`src/rtl/dps_pkg.sv`:
```
`timescale 1ns / 1ps

package dps_pkg;

  localparam int unsigned TABLE_DEPTH = 16;
  localparam int unsigned IDX_W = (TABLE_DEPTH > 1) ? $clog2(TABLE_DEPTH) : 1;
  localparam logic [15:0] TIMEOUT_RESET = 16'd100;
  localparam logic [4:0] WORD_BITS_LEFT = 5'd15;

  typedef enum logic [1:0] {
    OP_TICK = 2'd0,
    OP_SEND = 2'd1,
    OP_FALL = 2'd2
  } op_e;

  typedef enum logic [1:0] {
    ST_NONE = 2'd0,
    ST_SENT = 2'd1,
    ST_DUP  = 2'd2,
    ST_BUSY = 2'd3
  } status_e;

  typedef enum logic [1:0] {
    S_IDLE,
    S_SWEEP,
    S_LAST
  } state_e;

  typedef struct packed {
    logic             active;
    logic             dup;
    logic             have_free;
    logic [IDX_W-1:0] free_idx;
    logic [31:0]      best_age;
    logic [IDX_W-1:0] best_idx;
  } token_t;

  typedef struct packed {
    logic [7:0]  param;
    logic [7:0]  value;
    logic [31:0] now;
    logic [15:0] timeout;
  } ctx_t;

  typedef struct packed {
    logic             en;
    logic [IDX_W-1:0] idx;
    logic [7:0]       param;
    logic [7:0]       value;
    logic [31:0]      stamp;
  } wr_t;

endpackage

```
`src/rtl/dps_cell.sv`:
```
`timescale 1ns / 1ps

module dps_cell #(
  parameter int CELL_IDX = 0
) (
  input  logic            clk_i,
  input  logic            rst_ni,
  input  dps_pkg::ctx_t   ctx_i,
  input  dps_pkg::wr_t    wr_i,
  input  dps_pkg::token_t tok_i,
  output dps_pkg::token_t tok_o
);

  localparam logic [dps_pkg::IDX_W-1:0] MyIdx = dps_pkg::IDX_W'(CELL_IDX);
  localparam bit IsFirst = (CELL_IDX == 0);

  logic            valid_q, valid_d;
  logic [7:0]      param_q;
  logic [7:0]      value_q;
  logic [31:0]     stamp_q;
  dps_pkg::token_t tok_q, tok_d;
  logic [31:0]     age;
  logic            expired;
  logic            live;
  logic            hit;
  logic            wr_hit;

  always_comb begin
    age     = ctx_i.now - stamp_q;
    expired = valid_q && (age > {16'b0, ctx_i.timeout});
    live    = valid_q && !expired;
    hit     = live && (param_q == ctx_i.param) && (value_q == ctx_i.value);
    wr_hit  = wr_i.en && (wr_i.idx == MyIdx);

    tok_d = tok_i;
    if (tok_i.active) begin
      if (hit) begin
        tok_d.dup = 1'b1;
      end
      if (!live && !tok_i.have_free) begin
        tok_d.have_free = 1'b1;
        tok_d.free_idx  = MyIdx;
      end
      if (live && (IsFirst || (age > tok_i.best_age))) begin
        tok_d.best_age = age;
        tok_d.best_idx = MyIdx;
      end
    end

    valid_d = valid_q;
    if (tok_i.active && expired) begin
      valid_d = 1'b0;
    end
    if (wr_hit) begin
      valid_d = 1'b1;
    end
  end

  always_ff @(posedge clk_i or negedge rst_ni) begin
    if (!rst_ni) begin
      valid_q <= 1'b0;
      tok_q   <= '0;
    end else begin
      valid_q <= valid_d;
      tok_q   <= tok_d;
    end
  end

  always_ff @(posedge clk_i) begin
    if (wr_hit) begin
      param_q <= wr_i.param;
      value_q <= wr_i.value;
      stamp_q <= wr_i.stamp;
    end
  end

  assign tok_o = tok_q;

endmodule

```
`src/rtl/dedup_parameter_serializer_top.sv`:
```
`timescale 1ns / 1ps
// A tick or a partner clock fall gives its result in the cycle after it is taken.
// The clock fall that drives bit 0 gives a second result in the cycle after the first.
// A send walks the row of table cells, one cell a cycle, and busy stays high until its result
// appears. The receiver cannot stall results.
// Reset clears the table valid bits, the serializer and the timer; timeout_ms resets to 100.

module dedup_parameter_serializer_top (
  input  logic        clk_i,
  input  logic        rst_ni,
  input  logic        psel,
  input  logic        penable,
  input  logic        pwrite,
  input  logic [2:0]  paddr,
  input  logic [31:0] pwdata,
  output logic [31:0] prdata,
  output logic        pready,
  input  logic        start,
  output logic        busy,
  input  logic [1:0]  operation_i,
  input  logic [7:0]  param_id_i,
  input  logic [7:0]  param_value_i,
  output logic        result_valid_o,
  output logic        data_line_o,
  output logic        ready_line_o,
  output logic [1:0]  status_o,
  output logic        last_o
);

  dps_pkg::state_e state_q, state_d;
  logic [15:0]     timeout_q;
  logic [31:0]     now_q, now_d;
  logic [15:0]     shift_q, shift_d;
  logic [4:0]      bits_q, bits_d;
  logic            data_q, data_d;
  logic            ready_q, ready_d;
  logic            launch_q, launch_d;
  logic [7:0]      id_q;
  logic [7:0]      val_q;
  logic            rv_q, rv_d;
  logic            rdata_q, rdata_d;
  logic            rready_q, rready_d;
  logic [1:0]      rstat_q, rstat_d;
  logic            rlast_q, rlast_d;
  logic [4:0]      bits_dec;
  logic [3:0]      bit_idx;
  dps_pkg::ctx_t   ctx;
  dps_pkg::wr_t    wr;
  dps_pkg::token_t tok [dps_pkg::TABLE_DEPTH+1];
  dps_pkg::token_t tok_last;

  assign pready = 1'b1;
  assign prdata = paddr[2] ? 32'b0 : {16'b0, timeout_q};

  always_ff @(posedge clk_i or negedge rst_ni) begin
    if (!rst_ni) begin
      timeout_q <= dps_pkg::TIMEOUT_RESET;
    end else if (psel && penable && pwrite && pready && !paddr[2]) begin
      timeout_q <= pwdata[15:0];
    end
  end

  assign ctx = '{param: id_q, value: val_q, now: now_q, timeout: timeout_q};

  always_comb begin
    tok[0] = '0;
    tok[0].active = launch_q;
  end

  for (genvar g = 0; g < dps_pkg::TABLE_DEPTH; g++) begin : g_cell
    dps_cell #(
      .CELL_IDX(g)
    ) u_cell (
      .clk_i (clk_i),
      .rst_ni(rst_ni),
      .ctx_i (ctx),
      .wr_i  (wr),
      .tok_i (tok[g]),
      .tok_o (tok[g+1])
    );
  end

  assign tok_last = tok[dps_pkg::TABLE_DEPTH];
  assign busy     = (state_q != dps_pkg::S_IDLE);
  assign bits_dec = bits_q - 5'd1;
  assign bit_idx  = bits_dec[3:0];

  always_comb begin
    state_d  = state_q;
    now_d    = now_q;
    shift_d  = shift_q;
    bits_d   = bits_q;
    data_d   = data_q;
    ready_d  = ready_q;
    launch_d = 1'b0;
    rv_d     = 1'b0;
    rdata_d  = rdata_q;
    rready_d = rready_q;
    rstat_d  = dps_pkg::ST_NONE;
    rlast_d  = 1'b1;
    wr       = '0;
    wr.param = id_q;
    wr.value = val_q;
    wr.stamp = now_q;

    case (state_q)
      dps_pkg::S_IDLE: begin
        if (start) begin
          rv_d = 1'b1;
          case (dps_pkg::op_e'(operation_i))
            dps_pkg::OP_TICK: begin
              now_d = now_q + 32'd1;
            end
            dps_pkg::OP_SEND: begin
              rv_d     = 1'b0;
              launch_d = 1'b1;
              state_d  = dps_pkg::S_SWEEP;
            end
            dps_pkg::OP_FALL: begin
              if (bits_q != 5'd0) begin
                data_d = ~shift_q[bit_idx];
                bits_d = bits_dec;
                if (bits_dec == 5'd0) begin
                  rlast_d = 1'b0;
                  state_d = dps_pkg::S_LAST;
                end
              end
            end
            default: begin
            end
          endcase
        end
      end
      dps_pkg::S_SWEEP: begin
        if (tok_last.active) begin
          rv_d    = 1'b1;
          state_d = dps_pkg::S_IDLE;
          if (tok_last.dup) begin
            rstat_d = dps_pkg::ST_DUP;
          end else begin
            wr.en  = 1'b1;
            wr.idx = tok_last.have_free ? tok_last.free_idx : tok_last.best_idx;
            if (bits_q != 5'd0) begin
              rstat_d = dps_pkg::ST_BUSY;
            end else begin
              rstat_d = dps_pkg::ST_SENT;
              shift_d = {id_q, val_q};
              data_d  = ~id_q[7];
              bits_d  = dps_pkg::WORD_BITS_LEFT;
              ready_d = 1'b1;
            end
          end
        end
      end
      dps_pkg::S_LAST: begin
        rv_d    = 1'b1;
        data_d  = 1'b0;
        ready_d = 1'b0;
        state_d = dps_pkg::S_IDLE;
      end
      default: begin
        state_d = dps_pkg::S_IDLE;
      end
    endcase

    rdata_d  = data_d;
    rready_d = ready_d;
  end

  always_ff @(posedge clk_i or negedge rst_ni) begin
    if (!rst_ni) begin
      state_q  <= dps_pkg::S_IDLE;
      now_q    <= 32'd0;
      shift_q  <= 16'd0;
      bits_q   <= 5'd0;
      data_q   <= 1'b0;
      ready_q  <= 1'b0;
      launch_q <= 1'b0;
      rv_q     <= 1'b0;
      rdata_q  <= 1'b0;
      rready_q <= 1'b0;
      rstat_q  <= dps_pkg::ST_NONE;
      rlast_q  <= 1'b0;
    end else begin
      state_q  <= state_d;
      now_q    <= now_d;
      shift_q  <= shift_d;
      bits_q   <= bits_d;
      data_q   <= data_d;
      ready_q  <= ready_d;
      launch_q <= launch_d;
      rv_q     <= rv_d;
      rdata_q  <= rdata_d;
      rready_q <= rready_d;
      rstat_q  <= rstat_d;
      rlast_q  <= rlast_d;
    end
  end

  always_ff @(posedge clk_i) begin
    if (state_q == dps_pkg::S_IDLE && start) begin
      id_q  <= param_id_i;
      val_q <= param_value_i;
    end
  end

  assign result_valid_o = rv_q;
  assign data_line_o    = rdata_q;
  assign ready_line_o   = rready_q;
  assign status_o       = rstat_q;
  assign last_o         = rlast_q;

  a_sent_ready: assert property (@(posedge clk_i) disable iff (!rst_ni)
    (result_valid_o && status_o == dps_pkg::ST_SENT) |-> ready_line_o)
    else $error("send started without ready high");

  a_last_drop: assert property (@(posedge clk_i) disable iff (!rst_ni)
    (state_q == dps_pkg::S_LAST) |=> (result_valid_o && last_o && !ready_line_o && !data_line_o))
    else $error("final bit not followed by line release");

  a_bits_range: assert property (@(posedge clk_i) disable iff (!rst_ni)
    bits_q <= dps_pkg::WORD_BITS_LEFT)
    else $error("bit counter out of range");

  a_token_sweep: assert property (@(posedge clk_i) disable iff (!rst_ni)
    tok_last.active |-> (state_q == dps_pkg::S_SWEEP))
    else $error("table token outside a send request");

endmodule

```
`config.mk`:
```
export PLATFORM = sky130hd
export DESIGN_NAME = dedup_parameter_serializer_top
export DESIGN_NICKNAME = d
export VERILOG_FILES = /design/src/rtl/dps_pkg.sv /design/src/rtl/dps_cell.sv /design/src/rtl/dedup_parameter_serializer_top.sv
export SDC_FILE = /design/constraint.sdc
export NUM_CORES = 2
export LEC_CHECK = 0
export BUFFER_PORTS_ARGS = -buffer_cell sky130_fd_sc_hd__buf_2
export CELL_PAD_IN_SITES_DETAIL_PLACEMENT = 0
export CELL_PAD_IN_SITES_GLOBAL_PLACEMENT = 1
export CORE_MARGIN = 3
export CORE_UTILIZATION = 50
export DETAILED_ROUTE_END_ITERATION = 7
export PLACE_DENSITY = 0.83
export SLEW_MARGIN = 10
export SYNTH_ARGS = -nofsm -noshare
export SYNTH_HDL_FRONTEND = slang
export SYNTH_SLANG_ARGS = --single-unit
```
`constraint.sdc`:
```
create_clock -name clk_i -period 19.6 [get_ports clk_i]
set_input_delay 1.96 -clock clk_i [delete_from_list [all_inputs] [get_ports clk_i]]
set_output_delay 1.96 -clock clk_i [all_outputs]
set_load 0.03 [all_outputs]
```
Word level (Yosys, flattened, before mapping)
Index checks and enable logic that the tools add are counted.
Widths: inputs -> output; s select.

operators by class
  reduce and logical (&&, ||, !) cells = 208
  bitwise gates (word level) = 4
  multiply operators = 0
  add/subtract/negate cells = 18
  multiplexer cells = 143
  equality and inequality tests = 60
  order comparisons = 32
  divide/modulo/power cells = 0
  shift-type cells = 0

operators with widths
  kind                   number
  $mux 42                16
  $mux 36                16
  $gt 32x16->1           16
  $sub 32x32->32         16
  $gt 32x32->1           15
  $eq 8x8->1             32
  $logic_and 1x1->1      130
  $mux 5                 25
  $mux 1                 69
  $logic_not 1->1        47
  $reduce_bool 2->1      19
  $add 32x1->32 const B  1
  $eq 4x4->1 const B     8
  $eq 4x3->1 const B     4
  $mux 16                1
  $mux 2                 8
  $reduce_and 7->1       2
  $pmux 5 s2             1
  $eq 4x2->1 const B     2
  $ne 2x2->1 const B     4
  $pmux 2 s2             2
  $reduce_and 4->1       2
  $ne 3x3->1 const B     2
  $pmux 1 s3             2
  other kinds (18)       25

word-level totals
  latch bits = 0
  output and inout port bits = 40
  memory bits (writable) = 0
  memories kept = 0
  bits in registers = 1534
  logic and storage cells = 637
  input port bits = 59
  memory bits (read-only) = 0

Depth between registers and ports, before layout
  word-level depth = 9
  depth in mapped cells = 29
  mapped depth without buffers = 26

By module
Synthesis repeated with hierarchy kept, for this count alone.

second synthesis, totals
  cell total of the unflattened synthesis = 10701
  area, all modules = 106535.9 um^2

by module, submodules not included
  module                            times used  area each (um^2)  seq. area each (um^2)  cells an instance
  dps_cell (g_cell[11].u_cell ...)  4           6506.2            2542.4                 663
  dps_cell (g_cell[12].u_cell ...)  4           6439.9            2542.4                 654
  dps_cell (g_cell[13].u_cell ...)  2           6319.8            2542.4                 643
  dps_cell (g_cell[10].u_cell)      1           6558.8            2542.4                 660
  dps_cell (g_cell[4].u_cell)       1           6502.5            2542.4                 663
  dps_cell (g_cell[9].u_cell)       1           6396.1            2542.4                 655
  dps_cell (g_cell[15].u_cell)      1           6322.3            2542.4                 641
  dps_cell (g_cell[8].u_cell)       1           6264.8            2542.4                 640
  dps_cell (g_cell[0].u_cell)       1           5689.2            2542.4                 541
  dedup_parameter_serializer_top    1           4377.9            2436.1                 347

Least setup slack after synthesis
OpenSTA, ideal clock, no wires.

  path type = flip-flop to flip-flop
  from = register state_q[1]
  to = register g_cell[0].u_cell.param_q[0], enable pin
  cell stages (with the launch flop) = 9
  arrival = 5.994 ns
  required time = 19.024 ns
  clock period less this slack = 6.571 ns
  path buffers = 2
  setup slack = 13.029 ns
  library setup time = 0.576 ns
  cells stage by stage = dfrtp_1 inv_1 ha_1 clkbuf_1 nand2_1 nor2_1 clkbuf_1 o311a_1 nor4_1

RTL lines
  item                    line                                   source
  from (decl)             dedup_parameter_serializer_top.sv:30   dps_pkg::state_e state_q, state_d;
  from (signal assigned)  dedup_parameter_serializer_top.sv:172  state_q <= dps_pkg::S_IDLE;
  from (signal assigned)  dedup_parameter_serializer_top.sv:185  state_q <= state_d;
  to (signal assigned)    dps_cell.sv:71                         param_q <= wr_i.param;
  to (decl)               dps_cell.sv:18                         logic [7:0] param_q;

==> results.toml <==
[clocking]
postCtsSetupBuffers = 0
h-tree-depth = 4
clk_latency_ns = 0.85
clock_sinks = 1504
clkTransAtPathRegs_ns = 0.06
cts_buffers = 169
cts_buffer_depth = 3
cts_resized = 0
holdBufCountCts = 0
cts_tree = "yes"
root_buffer = "clkbuf_16"

[sta]
worst_slew_pin_slew_ns = 1.19
setup_viol = 0
fin_ws_ns = 11.87
finalHoldViolations = 0
fin_crit_ns = 7.73
period_share_pct = 39.4
slew_viol_final = 0
fmax_mhz = 129
rsz0062_at_grt = "false"
tns_ns = 0
slew-limit-headroom_pct = 20.4
fin_skew_ns = 0.0446

[routing]
dr_total_vias = 77900
drt_pass1_iterations = 6
routedWlPerCell_um = 24.2
post-route-drc-count = 0
wl_mm = 316
route.antenna.remaining_nets = 0
drtIter0Drc = 7082
viasPerCell = 5.98

[run]
cap_viol_max_count = 0

[synth]
yosysTopAreaCellShare_pct = 23.4
netlist_top_cells_area = "edfxtp_1 (23%), dfrtp_1 (18%), ha_1 (15%)"
yosys.area.top_type = "edfxtp_1"
synth-edff-count = 784
synthFlopType = "edfxtp_1"
yosysSeqAreaShare_pct = 41.3
syn_inst = 10100
ys_ff_latch = 1504
ys_types = 100
avgSynthCellArea_um2 = 9.99
yosysWarnings = 0
synth-async-reset-ratio_pct = 47.9
netlist_area_um2 = 101000

[die]
core-area_um2 = 200000
start_util_pct = 50.3
core.rowCount = 164
die_h_um = 455
die_w_um = 455
design.die.area_um2 = 207000
num_io_pins = 99

[placed_design]
place_hpwl_mm = 231
dpl_worst_slack_ns = 11.96
port_buffers = 63
gp_congestion = 0.954

[grt]
grt_usage_pct = 30.1
antenna_found_initial = 10
grt_pass1_vias = 75100
grt_max_degree = 180
overflow = 0
grt_pass1_wl_mm = 470

[finish]
nNetsFinal = 11500
drive_gt1_share_pct = 8.56
n_fill_cell = 17600
layout_common_cells = "ha_1 (1,225), inv_1 (1,165), edfxtp_1 (784)"
final_common_cell = "ha_1"
final_util_pct = 55.3
syn_to_final_growth_pct = 9.78

[status]
run_status = "complete, no violations"

[power]
power_uw = 9200
power_per_cell_area_nw_per_um2 = 83.3
p_leak_uw = 0.0513
peakVddDrop_mv = 0.0789

[hold_path]
min_path_type = "reg2reg"
hp-start = "g_cell[13].u_cell.tok_o[38]"

[worst_setup_path]
crit_path_start = "now_q[2]"
crit_type = "reg2reg"
end_kind = "flop"
crit-reg2reg-launch = "now_q[2]"
crit_fanout = 20
crit_required_ns = 20.32
worstPathArrival_ns = 8.45
crit_path_start_kind = "flop"
==> cells by family (layout without fill, tap and decap cells) <==
group                    Yosys count  after routing  share of synthesized area (%)
AO/OA/AOI/OAI                   2413           2413                           15.5
buffers and inverters           1416           1682                           5.40
flip-flops                      1504           1504                           41.3
multiplexers                     287            287                           3.22
adder cells (fa/ha/maj)         1241           1241                           15.5
AND/OR/NAND/NOR                 2514           2514                           12.9
XOR/XNOR                         706            706                           6.15
other                              2             37                        0.00746
==> stage by stage <==
stage	hold WS (ns)	std cells	cell area (um^2)
2_1_floorplan	0.388	10100	101000
3_3_place_gp	0.414	12700	105000
3_5_place_dp	0.417	12700	105000
4_1_cts	0.430	13000	111000
5_1_grt	0.444	13000	111000
6_report	0.429	13000	111000
==> layout make-up <==
class                      instances  area [um^2]  share of cell area, %
antenna                            4         10.0                0.00905
clock buffer                     219         4790                   4.33
clock inverter                    95         1030                  0.933
inverter                        1165         4370                   3.96
multi-input combinational       7194        54000                   48.8
sequential                      1504        41600                   37.6
tap                             2656         3320                   3.01
timing repair buffer             203         1430                   1.29
==> report_power, final <==
group	switching [uW]	leakage [uW]	internal, uW
Combinational	1420	0.0320	877
Clock	1410	0.00285	1890
Sequential	114	0.0164	3490
Total	2950	0.0513	6250
==> synthesized netlist by cell type, types with 26 or more instances <==
library cell	n
a2111oi_0	30
a211o_1	38
a211oi_1	89
a21o_1	364
a21oi_1	749
a311oi_1	27
a31o_2	29
a31oi_1	66
and2_1	169
and3_1	91
and4_1	26
clkbuf_1	202
dfrtp_1	717
edfxtp_1	784
ha_1	1225
inv_1	1165
mux2_2	236
mux2i_1	34
nand2_1	490
nand2b_1	111
nand3_1	164
nand4_1	283
nor2_1	591
nor2b_1	143
nor3_1	159
nor4_1	74
o2111ai_1	27
o211ai_1	65
o21a_1	111
o21ai_0	442
o21bai_1	78
o31ai_1	46
or2_2	45
or3_1	51
xnor2_1	469
xor2_1	236
==> flip-flops by register name (all words and copies together), names as in the netlist, 2 cells and up <==
register and flops:
g_cell.u_cell.tok_o 626, g_cell.u_cell.stamp_q 512, g_cell.u_cell.param_q 128, g_cell.u_cell.value_q 128, now_q 32, g_cell.u_cell.valid_q 16, shift_q 16, timeout_q 16
id_q 8, val_q 8, bits_q 5, state_q 2, status_o 2
==> critical path, stage by stage (launching register included) <==
cell and delay [ns]:
dfrtp_2 0.74, buf_4 0.46, ha_1 0.32, o21a_1 0.17
o31a_1 0.19, o21ai_0 0.09, nand2b_1 0.09, and2_1 0.17
nand3_1 0.12, a21oi_1 0.15, nand2b_1 0.15, a21oi_1 0.09
xnor2_1 0.41, ha_1 0.34, nand4_1 0.12, nor3_1 0.07
a21boi_0 0.13, nor4bb_1 0.24, o21ai_0 0.17, a211oi_1 0.25
nand4b_1 0.14, or4b_1 0.47, or4_1 0.80, nor4_4 0.88
buf_4 0.44, mux2_2 0.38
==> layer usage <==
metal  vias to the layer above  wire length (um)  GRT usage [%]
met5                         -                13              0
met4                         2             14000           11.8
met3                       574             21200           4.26
met2                      2499            142000           47.7
met1                     38200            139000           41.7
li1                      36700                 -              -
==> worst paths after layout <==
| kind | end | slack, ns | depth (start not counted) |
|---|---|---|---|
| setup / recovery | g_cell[12].u_cell.tok_o[18] | 11.87 | 25 |
| hold / removal | g_cell[14].u_cell.tok_o[38] | 0.43 | 1 |
| setup reg to reg | g_cell[12].u_cell.tok_o[18] | 11.87 | 25 |
| hold reg to reg | g_cell[14].u_cell.tok_o[38] | 0.43 | 1 |
| max in group asynchronous | g_cell[4].u_cell.tok_o[30] | 15.97 | 3 |
| min in group asynchronous | g_cell[13].u_cell.tok_o[32] | 1.10 | 1 |
No activity file was read; power rests on OpenSTA's default activity.
